--- config.mk ---
export PLATFORM = sky130hd
export DESIGN_NAME = multi_channel_tachometer_turbine_speed_unit
export DESIGN_NICKNAME = d
export VERILOG_FILES = /design/src/design/mctach_pkg.sv /design/src/design/mctach_front.sv /design/src/design/mctach_queue.sv /design/src/design/mctach_back.sv /design/src/design/multi_channel_tachometer_turbine_speed_unit.sv
export VERILOG_INCLUDE_DIRS = /design/src /design/src/design
export SDC_FILE = /design/constraint.sdc
export NUM_CORES = 2
export LEC_CHECK = 0
export BUFFER_PORTS_ARGS = -buffer_cell sky130_fd_sc_hd__buf_4
export CAP_MARGIN = 20
export CORE_ASPECT_RATIO = 1.25
export CORE_MARGIN = 3
export CORE_UTILIZATION = 40
export DETAILED_ROUTE_END_ITERATION = 7
export HOLD_SLACK_MARGIN = 0.15
export REMOVE_ABC_BUFFERS = 1
export SLEW_MARGIN = 20
export SYNTH_ARGS = -nofsm -noshare
export SYNTH_HDL_FRONTEND = slang
export SYNTH_SLANG_ARGS = --single-unit
--- constraint.sdc ---
create_clock -name clk -period 10.3 [get_ports clk]
set_input_delay 2.06 -clock clk [delete_from_list [all_inputs] [get_ports clk]]
set_output_delay 2.06 -clock clk [all_outputs]
set_load 0.01 [all_outputs]
--- src/design/multi_channel_tachometer_turbine_speed_unit_assert.svh ---
// ----------------------------------------------------------------------------
// tachometer assertion macros
// shared concurrent assertion forms, clocked on clk and disabled in reset
// ----------------------------------------------------------------------------
`ifndef MULTI_CHANNEL_TACHOMETER_TURBINE_SPEED_UNIT_ASSERT_SVH
`define MULTI_CHANNEL_TACHOMETER_TURBINE_SPEED_UNIT_ASSERT_SVH

// condition holds at every edge
`define MCT_ASSERT(label, cond) \
    label: assert property (@(posedge clk) disable iff (!rst_n) (cond)) \
        else $error("tachometer assertion failed");

// consequent holds at the edge after the antecedent
`define MCT_ASSERT_NXT(label, ante, cons) \
    label: assert property (@(posedge clk) disable iff (!rst_n) (ante) |=> (cons)) \
        else $error("tachometer assertion failed");

`endif

--- src/design/mctach_pkg.sv ---
// ----------------------------------------------------------------------------
// mctach_pkg
// shared types, constants and helpers of the four channel tachometer
// ----------------------------------------------------------------------------
`default_nettype none

package mctach_pkg;

    localparam int NUM_CH     = 4;
    localparam int CNT_W      = 15;
    localparam int WIN_W      = 10;
    localparam int TEETH_W    = 8;
    localparam int GAIN_W     = 16;
    localparam int RPM_W      = 16;
    localparam int SEQ_W      = 16;
    localparam int NUM_W      = 31;
    localparam int DEN_W      = TEETH_W + WIN_W;
    localparam int OUT_DATA_W = 6 * RPM_W;
    localparam int IN_DATA_W  = 8;
    localparam int IDX_W      = 3;
    localparam int Q_FRAC     = 12;

    localparam logic [CNT_W-1:0]  COUNT_LIMIT = 15'd32767;
    localparam logic [15:0]       MS_PER_MIN  = 16'd60000;
    localparam logic [GAIN_W:0]   Q_ONE       = 17'd4096;

    // channel order inside the count vector
    localparam int CH_N2     = 0;
    localparam int CH_N3     = 1;
    localparam int CH_OUTPUT = 2;
    localparam int CH_ENGINE = 3;

    typedef enum logic [IDX_W-1:0] {
        REG_TEETH_N2     = 3'd0,
        REG_TEETH_N3     = 3'd1,
        REG_TEETH_OUTPUT = 3'd2,
        REG_ENGINE_PPR   = 3'd3,
        REG_BLEND_GAIN   = 3'd4,
        REG_WINDOW_MS    = 3'd5
    } cfg_reg_t;

    typedef struct packed {
        logic [NUM_CH-1:0][TEETH_W-1:0] teeth;
        logic [GAIN_W-1:0]              gain;
        logic [WIN_W-1:0]               window;
    } cfg_t;

    typedef logic [NUM_CH-1:0][CNT_W-1:0] snap_t;

    typedef struct packed {
        logic full;
        logic empty;
    } q_stat_t;

    // a zero window behaves as a one tick window
    function automatic logic [WIN_W-1:0] eff_window(input logic [WIN_W-1:0] w);
        eff_window = (w == '0) ? WIN_W'(1) : w;
    endfunction

endpackage

`default_nettype wire

--- src/design/mctach_front.sv ---
// ----------------------------------------------------------------------------
// mctach_front
// edge detection, saturating pulse counts and window tick counting
// ----------------------------------------------------------------------------
`default_nettype none

module mctach_front
(
    input  wire logic                              clk,
    input  wire logic                              rst_n,
    input  wire logic                              in_valid,
    output logic                                   in_ready,
    input  wire logic [mctach_pkg::NUM_CH-1:0]     levels,
    input  wire logic                              ms_tick,
    input  wire logic [mctach_pkg::WIN_W-1:0]      window,
    input  wire mctach_pkg::q_stat_t               q_stat,
    output logic                                   push,
    output mctach_pkg::snap_t                      push_data
);
    import mctach_pkg::*;

    `include "multi_channel_tachometer_turbine_speed_unit_assert.svh"

    logic [NUM_CH-1:0] prev_reg;
    logic [NUM_CH-1:0] prev_next;
    snap_t             cnt_reg;
    snap_t             cnt_next;
    snap_t             cnt_inc;
    logic [WIN_W-1:0]  elapsed_reg;
    logic [WIN_W-1:0]  elapsed_next;
    logic [WIN_W-1:0]  elapsed_inc;
    logic [NUM_CH-1:0] rise;
    logic              accept;
    logic              close;

    assign in_ready = !q_stat.full;
    assign accept   = in_valid && in_ready;
    assign rise     = levels & ~prev_reg;

    always_comb
    begin
        cnt_inc = cnt_reg;
        for (int i = 0; i < NUM_CH; i++)
        begin
            if (rise[i] && (cnt_reg[i] < COUNT_LIMIT))
            begin
                cnt_inc[i] = cnt_reg[i] + 1'b1;
            end
        end
    end

    assign elapsed_inc = elapsed_reg + 1'b1;
    assign close       = ms_tick && (elapsed_inc >= eff_window(window));
    assign push        = accept && close;
    assign push_data   = cnt_inc;

    always_comb
    begin
        prev_next    = prev_reg;
        cnt_next     = cnt_reg;
        elapsed_next = elapsed_reg;
        if (accept)
        begin
            prev_next = levels;
            cnt_next  = cnt_inc;
            if (ms_tick)
            begin
                elapsed_next = elapsed_inc;
            end
            if (close)
            begin
                cnt_next     = '0;
                elapsed_next = '0;
            end
        end
    end

    always_ff @(posedge clk or negedge rst_n)
    begin
        if (!rst_n)
        begin
            prev_reg    <= '0;
            cnt_reg     <= '0;
            elapsed_reg <= '0;
        end
        else
        begin
            prev_reg    <= prev_next;
            cnt_reg     <= cnt_next;
            elapsed_reg <= elapsed_next;
        end
    end

    `MCT_ASSERT(a_no_push_when_full, !(push && q_stat.full))
    `MCT_ASSERT_NXT(a_counts_cleared, push, (cnt_reg == '0) && (elapsed_reg == '0))

endmodule

`default_nettype wire

--- src/design/mctach_queue.sv ---
// ----------------------------------------------------------------------------
// mctach_queue
// two entry queue of closed window counts between front and back
// ----------------------------------------------------------------------------
`default_nettype none

module mctach_queue
(
    input  wire logic                 clk,
    input  wire logic                 rst_n,
    input  wire logic                 push,
    input  wire mctach_pkg::snap_t    push_data,
    input  wire logic                 pop,
    output mctach_pkg::snap_t         pop_data,
    output mctach_pkg::q_stat_t       q_stat
);
    import mctach_pkg::*;

    `include "multi_channel_tachometer_turbine_speed_unit_assert.svh"

    snap_t       entry_reg [2];
    logic        wr_ptr_reg;
    logic        wr_ptr_next;
    logic        rd_ptr_reg;
    logic        rd_ptr_next;
    logic [1:0]  count_reg;
    logic [1:0]  count_next;
    logic        do_push;
    logic        do_pop;

    assign q_stat.full  = (count_reg == 2'd2);
    assign q_stat.empty = (count_reg == 2'd0);
    assign do_push      = push && !q_stat.full;
    assign do_pop       = pop && !q_stat.empty;
    assign pop_data     = entry_reg[rd_ptr_reg];

    always_comb
    begin
        wr_ptr_next = do_push ? !wr_ptr_reg : wr_ptr_reg;
        rd_ptr_next = do_pop ? !rd_ptr_reg : rd_ptr_reg;
        count_next  = count_reg + {1'b0, do_push} - {1'b0, do_pop};
    end

    always_ff @(posedge clk or negedge rst_n)
    begin
        if (!rst_n)
        begin
            wr_ptr_reg <= 1'b0;
            rd_ptr_reg <= 1'b0;
            count_reg  <= '0;
        end
        else
        begin
            wr_ptr_reg <= wr_ptr_next;
            rd_ptr_reg <= rd_ptr_next;
            count_reg  <= count_next;
        end
    end

    always_ff @(posedge clk)
    begin
        if (do_push)
        begin
            entry_reg[wr_ptr_reg] <= push_data;
        end
    end

    `MCT_ASSERT(a_count_bound, count_reg != 2'd3)

endmodule

`default_nettype wire

--- src/design/mctach_back.sv ---
// ----------------------------------------------------------------------------
// mctach_back
// rpm conversion with a shared serial divider, turbine blend, output register
// ----------------------------------------------------------------------------
`default_nettype none

module mctach_back
(
    input  wire logic                                clk,
    input  wire logic                                rst_n,
    input  wire mctach_pkg::cfg_t                    cfg,
    input  wire mctach_pkg::q_stat_t                 q_stat,
    input  wire mctach_pkg::snap_t                   pop_data,
    output logic                                     pop,
    output logic                                     out_valid,
    input  wire logic                                out_ready,
    output logic [mctach_pkg::OUT_DATA_W-1:0]        out_data
);
    import mctach_pkg::*;

    `include "multi_channel_tachometer_turbine_speed_unit_assert.svh"

    typedef enum logic [6:0] {
        ST_IDLE = 7'b0000001,
        ST_MUL  = 7'b0000010,
        ST_DIV  = 7'b0000100,
        ST_BL_A = 7'b0001000,
        ST_BL_B = 7'b0010000,
        ST_BL_C = 7'b0100000,
        ST_EMIT = 7'b1000000
    } state_t;

    state_t                        state_reg;
    state_t                        state_next;
    logic [1:0]                    ch_reg;
    logic [1:0]                    ch_next;
    logic [4:0]                    step_reg;
    logic [4:0]                    step_next;
    logic                          out_valid_reg;
    logic                          out_valid_next;
    logic [SEQ_W-1:0]              seq_reg;
    logic [SEQ_W-1:0]              seq_next;

    snap_t                         snap_reg;
    logic [NUM_W-1:0]              num_reg;
    logic [DEN_W-1:0]              den_reg;
    logic [DEN_W-1:0]              rem_reg;
    logic [NUM_CH-1:0][RPM_W-1:0]  rpm_reg;
    logic [31:0]                   p1_reg;
    logic signed [33:0]            p2_reg;
    logic [RPM_W-1:0]              turbine_reg;
    logic [OUT_DATA_W-1:0]         out_data_reg;

    logic [TEETH_W-1:0]            teeth_sel;
    logic [TEETH_W-1:0]            teeth_eff;
    logic [CNT_W-1:0]              cnt_sel;
    logic [NUM_W-1:0]              num_prod;
    logic [DEN_W-1:0]              den_prod;
    logic [DEN_W:0]                div_sh;
    logic [DEN_W:0]                div_diff;
    logic                          div_ge;
    logic [RPM_W-1:0]              rpm_sat;
    logic signed [GAIN_W:0]        gain_m1;
    logic signed [GAIN_W:0]        n3_s;
    logic signed [34:0]            blend_t;
    logic [22:0]                   blend_q;
    logic [RPM_W-1:0]              blend_sat;
    logic                          last_step;
    logic                          load_out;

    // per channel divisor and dividend
    always_comb
    begin
        unique case (ch_reg)
            2'd0:    teeth_sel = cfg.teeth[CH_N2];
            2'd1:    teeth_sel = cfg.teeth[CH_N3];
            2'd2:    teeth_sel = cfg.teeth[CH_OUTPUT];
            2'd3:    teeth_sel = cfg.teeth[CH_ENGINE];
            default: teeth_sel = cfg.teeth[CH_N2];
        endcase
    end

    assign teeth_eff = (teeth_sel == '0) ? TEETH_W'(1) : teeth_sel;
    assign cnt_sel   = snap_reg[ch_reg];
    assign num_prod  = NUM_W'(cnt_sel) * NUM_W'(MS_PER_MIN);
    assign den_prod  = DEN_W'(teeth_eff) * DEN_W'(eff_window(cfg.window));

    // one restoring division step
    assign div_sh    = {rem_reg, num_reg[NUM_W-1]};
    assign div_diff  = div_sh - {1'b0, den_reg};
    assign div_ge    = (div_sh >= {1'b0, den_reg});
    assign last_step = (step_reg == 5'(NUM_W - 1));
    assign rpm_sat   = (num_reg[NUM_W-2:RPM_W-1] != '0) ? '1
                                                        : {num_reg[RPM_W-2:0], div_ge};

    // turbine blend
    assign gain_m1   = $signed({1'b0, cfg.gain}) - $signed(Q_ONE);
    assign n3_s      = $signed({1'b0, rpm_reg[CH_N3]});
    assign blend_t   = $signed({3'b000, p1_reg}) - 35'(p2_reg);
    assign blend_q   = blend_t[34:Q_FRAC];
    assign blend_sat = (blend_t <= 35'sd0)            ? '0 :
                       (blend_q[22:RPM_W] != '0)      ? '1 : blend_q[RPM_W-1:0];

    assign pop       = (state_reg == ST_IDLE) && !q_stat.empty;
    assign load_out  = (state_reg == ST_EMIT) && (!out_valid_reg || out_ready);

    always_comb
    begin
        state_next     = state_reg;
        ch_next        = ch_reg;
        step_next      = step_reg;
        seq_next       = seq_reg;
        out_valid_next = out_valid_reg;
        if (out_valid_reg && out_ready)
        begin
            out_valid_next = 1'b0;
        end
        unique case (state_reg)
            ST_IDLE:
            begin
                if (pop)
                begin
                    ch_next    = '0;
                    state_next = ST_MUL;
                end
            end
            ST_MUL:
            begin
                step_next  = '0;
                state_next = ST_DIV;
            end
            ST_DIV:
            begin
                step_next = step_reg + 1'b1;
                if (last_step)
                begin
                    if (ch_reg == 2'(NUM_CH - 1))
                    begin
                        state_next = ST_BL_A;
                    end
                    else
                    begin
                        ch_next    = ch_reg + 1'b1;
                        state_next = ST_MUL;
                    end
                end
            end
            ST_BL_A: state_next = ST_BL_B;
            ST_BL_B: state_next = ST_BL_C;
            ST_BL_C: state_next = ST_EMIT;
            ST_EMIT:
            begin
                if (load_out)
                begin
                    out_valid_next = 1'b1;
                    seq_next       = seq_reg + 1'b1;
                    state_next     = ST_IDLE;
                end
            end
            default: state_next = ST_IDLE;
        endcase
    end

    always_ff @(posedge clk or negedge rst_n)
    begin
        if (!rst_n)
        begin
            state_reg     <= ST_IDLE;
            ch_reg        <= '0;
            step_reg      <= '0;
            seq_reg       <= '0;
            out_valid_reg <= 1'b0;
        end
        else
        begin
            state_reg     <= state_next;
            ch_reg        <= ch_next;
            step_reg      <= step_next;
            seq_reg       <= seq_next;
            out_valid_reg <= out_valid_next;
        end
    end

    always_ff @(posedge clk)
    begin
        if (pop)
        begin
            snap_reg <= pop_data;
        end
        if (state_reg == ST_MUL)
        begin
            num_reg <= num_prod;
            den_reg <= den_prod;
            rem_reg <= '0;
        end
        if (state_reg == ST_DIV)
        begin
            num_reg <= {num_reg[NUM_W-2:0], div_ge};
            rem_reg <= div_ge ? div_diff[DEN_W-1:0] : div_sh[DEN_W-1:0];
            if (last_step)
            begin
                rpm_reg[ch_reg] <= rpm_sat;
            end
        end
        if (state_reg == ST_BL_A)
        begin
            p1_reg <= 32'(rpm_reg[CH_N2]) * 32'(cfg.gain);
        end
        if (state_reg == ST_BL_B)
        begin
            p2_reg <= 34'(n3_s) * 34'(gain_m1);
        end
        if (state_reg == ST_BL_C)
        begin
            turbine_reg <= blend_sat;
        end
        if (load_out)
        begin
            out_data_reg <= {seq_reg + 1'b1, turbine_reg, rpm_reg[CH_ENGINE],
                             rpm_reg[CH_OUTPUT], rpm_reg[CH_N3], rpm_reg[CH_N2]};
        end
    end

    assign out_valid = out_valid_reg;
    assign out_data  = out_data_reg;

    `MCT_ASSERT_NXT(a_seq_step, load_out, seq_reg == $past(seq_reg) + 16'd1)
    `MCT_ASSERT_NXT(a_emit_valid, load_out, out_valid_reg)

endmodule

`default_nettype wire

--- src/design/multi_channel_tachometer_turbine_speed_unit.sv ---
// ----------------------------------------------------------------------------
// multi_channel_tachometer_turbine_speed_unit
// four channel pulse count tachometer with turbine speed blend
// ----------------------------------------------------------------------------
//  channel   direction  handshake           payload
//  s_axis    in         s_tvalid/s_tready   sensor levels and ms tick
//  m_axis    out        m_tvalid/m_tready   four rpm values, turbine rpm, seq
//  cfg       in         cfg_valid/cfg_ready register index and write data
//
//  the front takes one item per cycle while the window queue has room
//  per closed window the back pops the queue, runs the 31 step serial divider
//  once for each of the four channels, then does the turbine blend and the output load
//  s_tready drops only while two closed windows wait in the queue
//  async reset clears control state, configuration returns to its defaults
// ----------------------------------------------------------------------------
`default_nettype none

module multi_channel_tachometer_turbine_speed_unit
(
    input  wire logic                                clk,
    input  wire logic                                rst_n,
    input  wire logic                                s_tvalid,
    output logic                                     s_tready,
    // level_n2, level_n3, level_output, level_engine, ms_tick, zero fill
    input  wire logic [mctach_pkg::IN_DATA_W-1:0]    s_tdata,
    output logic                                     m_tvalid,
    input  wire logic                                m_tready,
    // n2_rpm, n3_rpm, shaft_speed, eng_speed, turb_speed, sample_seq
    output logic [mctach_pkg::OUT_DATA_W-1:0]        m_tdata,
    input  wire logic                                cfg_valid,
    output logic                                     cfg_ready,
    input  wire logic [mctach_pkg::IDX_W-1:0]        cfg_index,
    input  wire logic [mctach_pkg::GAIN_W-1:0]       cfg_data
);
    import mctach_pkg::*;

    cfg_t    cfg_reg;
    cfg_t    cfg_next;
    q_stat_t q_stat;
    logic    push;
    snap_t   push_data;
    logic    pop;
    snap_t   pop_data;

    assign cfg_ready = 1'b1;

    always_comb
    begin
        cfg_next = cfg_reg;
        if (cfg_valid)
        begin
            unique case (cfg_index)
                REG_TEETH_N2:     cfg_next.teeth[CH_N2]     = cfg_data[TEETH_W-1:0];
                REG_TEETH_N3:     cfg_next.teeth[CH_N3]     = cfg_data[TEETH_W-1:0];
                REG_TEETH_OUTPUT: cfg_next.teeth[CH_OUTPUT] = cfg_data[TEETH_W-1:0];
                REG_ENGINE_PPR:   cfg_next.teeth[CH_ENGINE] = cfg_data[TEETH_W-1:0];
                REG_BLEND_GAIN:   cfg_next.gain             = cfg_data;
                REG_WINDOW_MS:    cfg_next.window           = cfg_data[WIN_W-1:0];
                default:          cfg_next                  = cfg_reg;
            endcase
        end
    end

    always_ff @(posedge clk or negedge rst_n)
    begin
        if (!rst_n)
        begin
            cfg_reg.teeth[CH_N2]     <= 8'd60;
            cfg_reg.teeth[CH_N3]     <= 8'd60;
            cfg_reg.teeth[CH_OUTPUT] <= 8'd60;
            cfg_reg.teeth[CH_ENGINE] <= 8'd1;
            cfg_reg.gain             <= 16'd6722;
            cfg_reg.window           <= 10'd50;
        end
        else
        begin
            cfg_reg <= cfg_next;
        end
    end

    mctach_front u_front
    (
        .clk       (clk),
        .rst_n     (rst_n),
        .in_valid  (s_tvalid),
        .in_ready  (s_tready),
        .levels    (s_tdata[NUM_CH-1:0]),
        .ms_tick   (s_tdata[NUM_CH]),
        .window    (cfg_reg.window),
        .q_stat    (q_stat),
        .push      (push),
        .push_data (push_data)
    );

    mctach_queue u_queue
    (
        .clk       (clk),
        .rst_n     (rst_n),
        .push      (push),
        .push_data (push_data),
        .pop       (pop),
        .pop_data  (pop_data),
        .q_stat    (q_stat)
    );

    mctach_back u_back
    (
        .clk       (clk),
        .rst_n     (rst_n),
        .cfg       (cfg_reg),
        .q_stat    (q_stat),
        .pop_data  (pop_data),
        .pop       (pop),
        .out_valid (m_tvalid),
        .out_ready (m_tready),
        .out_data  (m_tdata)
    );

endmodule

`default_nettype wire

==> impl_metrics.py <==
metrics = {
    "finish": {
        "design_area_sq_um": 57100,
        "final_net_count": 5784,
        "largest_register_ffs": 120,
        "mostFrequentLayoutCells": "inv_1 (726), nand2_1 (586), fa_1 (509), edfxtp_1 (489), ha_1 (421)",
        "layout-drive-gt1-share_pct": 10.7,
        "syn2layout_area_growth_pct": 10.3,
        "layout_commonest_cell": "inv_1",
    },
    "setup_path": {
        "reg2reg_slack_ns": 2.58,
        "crit_path_end_kind": "flip-flop",
        "r2r-start": "cfg_reg[23]$_DFFE_PN0P_",
        "crit_top_cell": "fa_1",
        "ff2ff_path_depth": 24,
        "worstPathCellList": "inv_1, ha_1, or3b_2, inv_1, nand2b_1, fa_1, fa_1, inv_1, fa_1, fa_1, fa_1, inv_1, fa_1, inv_1, ha_1, nand2_1, nand2_1, a21o_1, a21oi_1, o21ai_0, a2111oi_0, or3_1, o21a_1, o311ai_1",
        "critPathArrivalTime_ns": 8.07,
        "critPathMaxFanout": 18,
        "slowest_stage": "dfrtp_1",
        "cpPeakStageDelay_ns": 0.65,
        "cp.required_ns": 10.66,
        "rr_endpoint": "u_back.p2_reg[32]$_DFFE_PN_",
        "path_class": "reg2reg",
        "cp-start-kind": "flip-flop",
    },
    "yosys": {
        "synth-seq-area-share_pct": 36.5,
        "yosys_warnings": 0,
        "synth_edf_count": 489,
        "ys_ff_latch": 656,
        "syn-cell-area_sq_um": 51700,
        "synthDistinctLibCells": 94,
        "synthCells": 4745,
        "synth_flop_cell": "edfxtp_1",
        "async_flop_share_pct": 25.5,
        "syn_area_per_cell_sq_um": 10.9,
    },
    "global_routing": {
        "grt_usage_pct": 18.2,
        "grt_overflow": 0,
        "antenna_found_initial": 4,
        "grt_pass1_wl_um": 193000,
        "grt_max_degree": 86,
        "grt_pass1_vias": 35000,
    },
    "cts": {
        "clkSinkCount": 656,
        "clkSlewWorstSetupHoldPaths_ns": 0.07,
        "cts_tree": "done",
        "postCtsSetupBuffers": 0,
        "root_buffer": "clkbuf_16",
        "clock_path_buffers": 3,
        "htree_levels": 3,
        "cts.repair.resized": 0,
        "cts_made_buffers": 71,
        "clkLatencyLatePin_ns": 0.67,
        "holdBufCountCts": 0,
    },
    "timing": {
        "min_period_over_period_pct": 74.9,
        "setup_viol": 0,
        "fin_setup_tns_ns": 0,
        "rsz0062_at_grt": "no",
        "max_freq_mhz": 130,
        "hold_viol": 0,
        "max_slew_margin_pct": 25.9,
        "min_period_ns": 7.72,
        "skew_ns": 0.0339,
        "finalMaxSlewViolations": 0,
        "worstMarginPinSlew_ns": 1.11,
    },
    "run": {
        "cap_violations": 0,
    },
    "route": {
        "wire_per_inst_um": 18.1,
        "dr_wl_met3_um": 4700,
        "ant_nets": 0,
        "drtIter0Drc": 1657,
        "drt_first_pass_iters": 5,
        "drc": 0,
        "num_vias": 33600,
        "top_layer_used": "met4",
        "routed_wl_um": 119000,
        "met1Wirelength_um": 47900,
        "vias_per_cell": 5.09,
        "wl_met2_um": 63000,
    },
    "placed_design": {
        "portBuffers": 126,
        "hpwl_um": 88800,
        "placed_area_sq_um": 54600,
        "gp_congestion": 0.856,
    },
    "min_path": {
        "hp-start": "u_back.rpm_reg[37]$_DFFE_PP_",
        "min_path_cells": 0,
        "hold_path_end": "u_back.out_data[37]$_DFFE_PP_",
        "worstHoldPathType": "reg2reg",
    },
    "floorplanning": {
        "die_x_um": 328,
        "dieHeight_um": 408,
        "rows": 146,
        "num_io_pins": 131,
        "core_sq_um": 128000,
        "initial_core_util_pct": 40.6,
        "dieArea_sq_um": 134000,
    },
    "status": {
        "status": "finished, final reports clean",
    },
}
## worst max-delay path: cells and delay by family, from the launching register on
kind	cells	cell delay, ns
buffers and inverters	5	0.70
and+or+nand+nor	5	1.14
AOI/OAI and AO/OA	6	1.34
DFF	1	0.65
adders and majority gates	8	3.54
## per-stage QoR
| stage | worst slack (ns) | hold WS [ns] | cells | util, % |
|---|---|---|---|---|
| after global routing | 2.11 | 0.411 | 6583 | 44.7 |
| after CTS | 2.51 | 0.407 | 6583 | 44.7 |
| final | 2.58 | 0.407 | 6590 | 44.8 |
| after floorplan | 1.91 | 0.400 | 4568 | - |
| after detailed placement | 2.57 | 0.405 | 6451 | 42.8 |
| after global placement | 2.58 | 0.401 | 6451 | 42.8 |
## worst max-delay path by stage
stage | start | cells after the start | to | slack, ns
2_1_floorplan | cfg_reg[1]$_DFFE_PN1P_ | 13 | u_queue.entry_reg[0][0]$_DFFE_PP_ | 1.91
6_report | cfg_reg[23]$_DFFE_PN0P_ | 24 | u_back.p2_reg[32]$_DFFE_PN_ | 2.58
5_1_grt | cfg_reg[23]$_DFFE_PN0P_ | 24 | u_back.p2_reg[33]$_DFFE_PN_ | 2.11
3_3_place_gp | cfg_reg[23]$_DFFE_PN0P_ | 24 | u_back.p2_reg[32]$_DFFE_PN_ | 2.58
4_1_cts | cfg_reg[23]$_DFFE_PN0P_ | 24 | u_back.p2_reg[32]$_DFFE_PN_ | 2.51
3_5_place_dp | cfg_reg[23]$_DFFE_PN0P_ | 24 | u_back.p2_reg[32]$_DFFE_PN_ | 2.57
## cell type report
type / count / area (sq um)
multi-input combinational: 3184 / 29500
inverter: 728 / 2730
fill: 12100 / 70400
clock inverter: 43 / 507
timing repair buffer: 181 / 1370
clock buffer: 89 / 1920
tap: 1702 / 2130
antenna: 7 / 17.5
sequential: 656 / 18900
## layer usage
layer / vias to the layer above / track usage, %
met2: 553 / 33.7
met1: 17000 / 21.7
met4: 0 / 5.82
met5: - / 0
met3: 166 / 2.49
li1: 15800 / -
## synth_stat cells, types with 24 or more instances
cell	n	area (sq um)
a21o_1	63	473
a21oi_1	117	586
and2_1	247	1550
and3_1	39	244
clkbuf_1	151	567
dfrtp_1	145	3630
edfxtp_1	489	14700
fa_1	509	10200
ha_1	421	5270
inv_1	727	2730
mux2_2	115	1290
mux2i_1	24	240
nand2_1	587	2200
nand2b_1	34	213
nand3_1	62	310
nor2_1	153	574
nor2b_1	50	313
nor3_1	43	215
o21a_1	32	240
o21ai_0	109	546
o21ai_1	27	135
or3_1	28	175
xnor2_1	137	1200
xor2_1	67	587
## logic make-up (layout without fill, tap and decap cells)
group / after synthesis / count (layout) / share of synthesized area [%]
other: 1 / 8 / 0.00725
muxes: 154 / 154 / 3.62
buffers and inverters: 905 / 1041 / 6.65
and+or+nand+nor: 1351 / 1351 / 12.8
DFF: 656 / 656 / 36.5
xor gates and xnor gates: 205 / 205 / 3.48
adders and majority gates: 930 / 930 / 29.9
AOI/OAI and AO/OA: 543 / 543 / 7.10
Power is not shown: default switching activity piles up to over one toggle a cycle in this logic, so the estimate is an artifact.
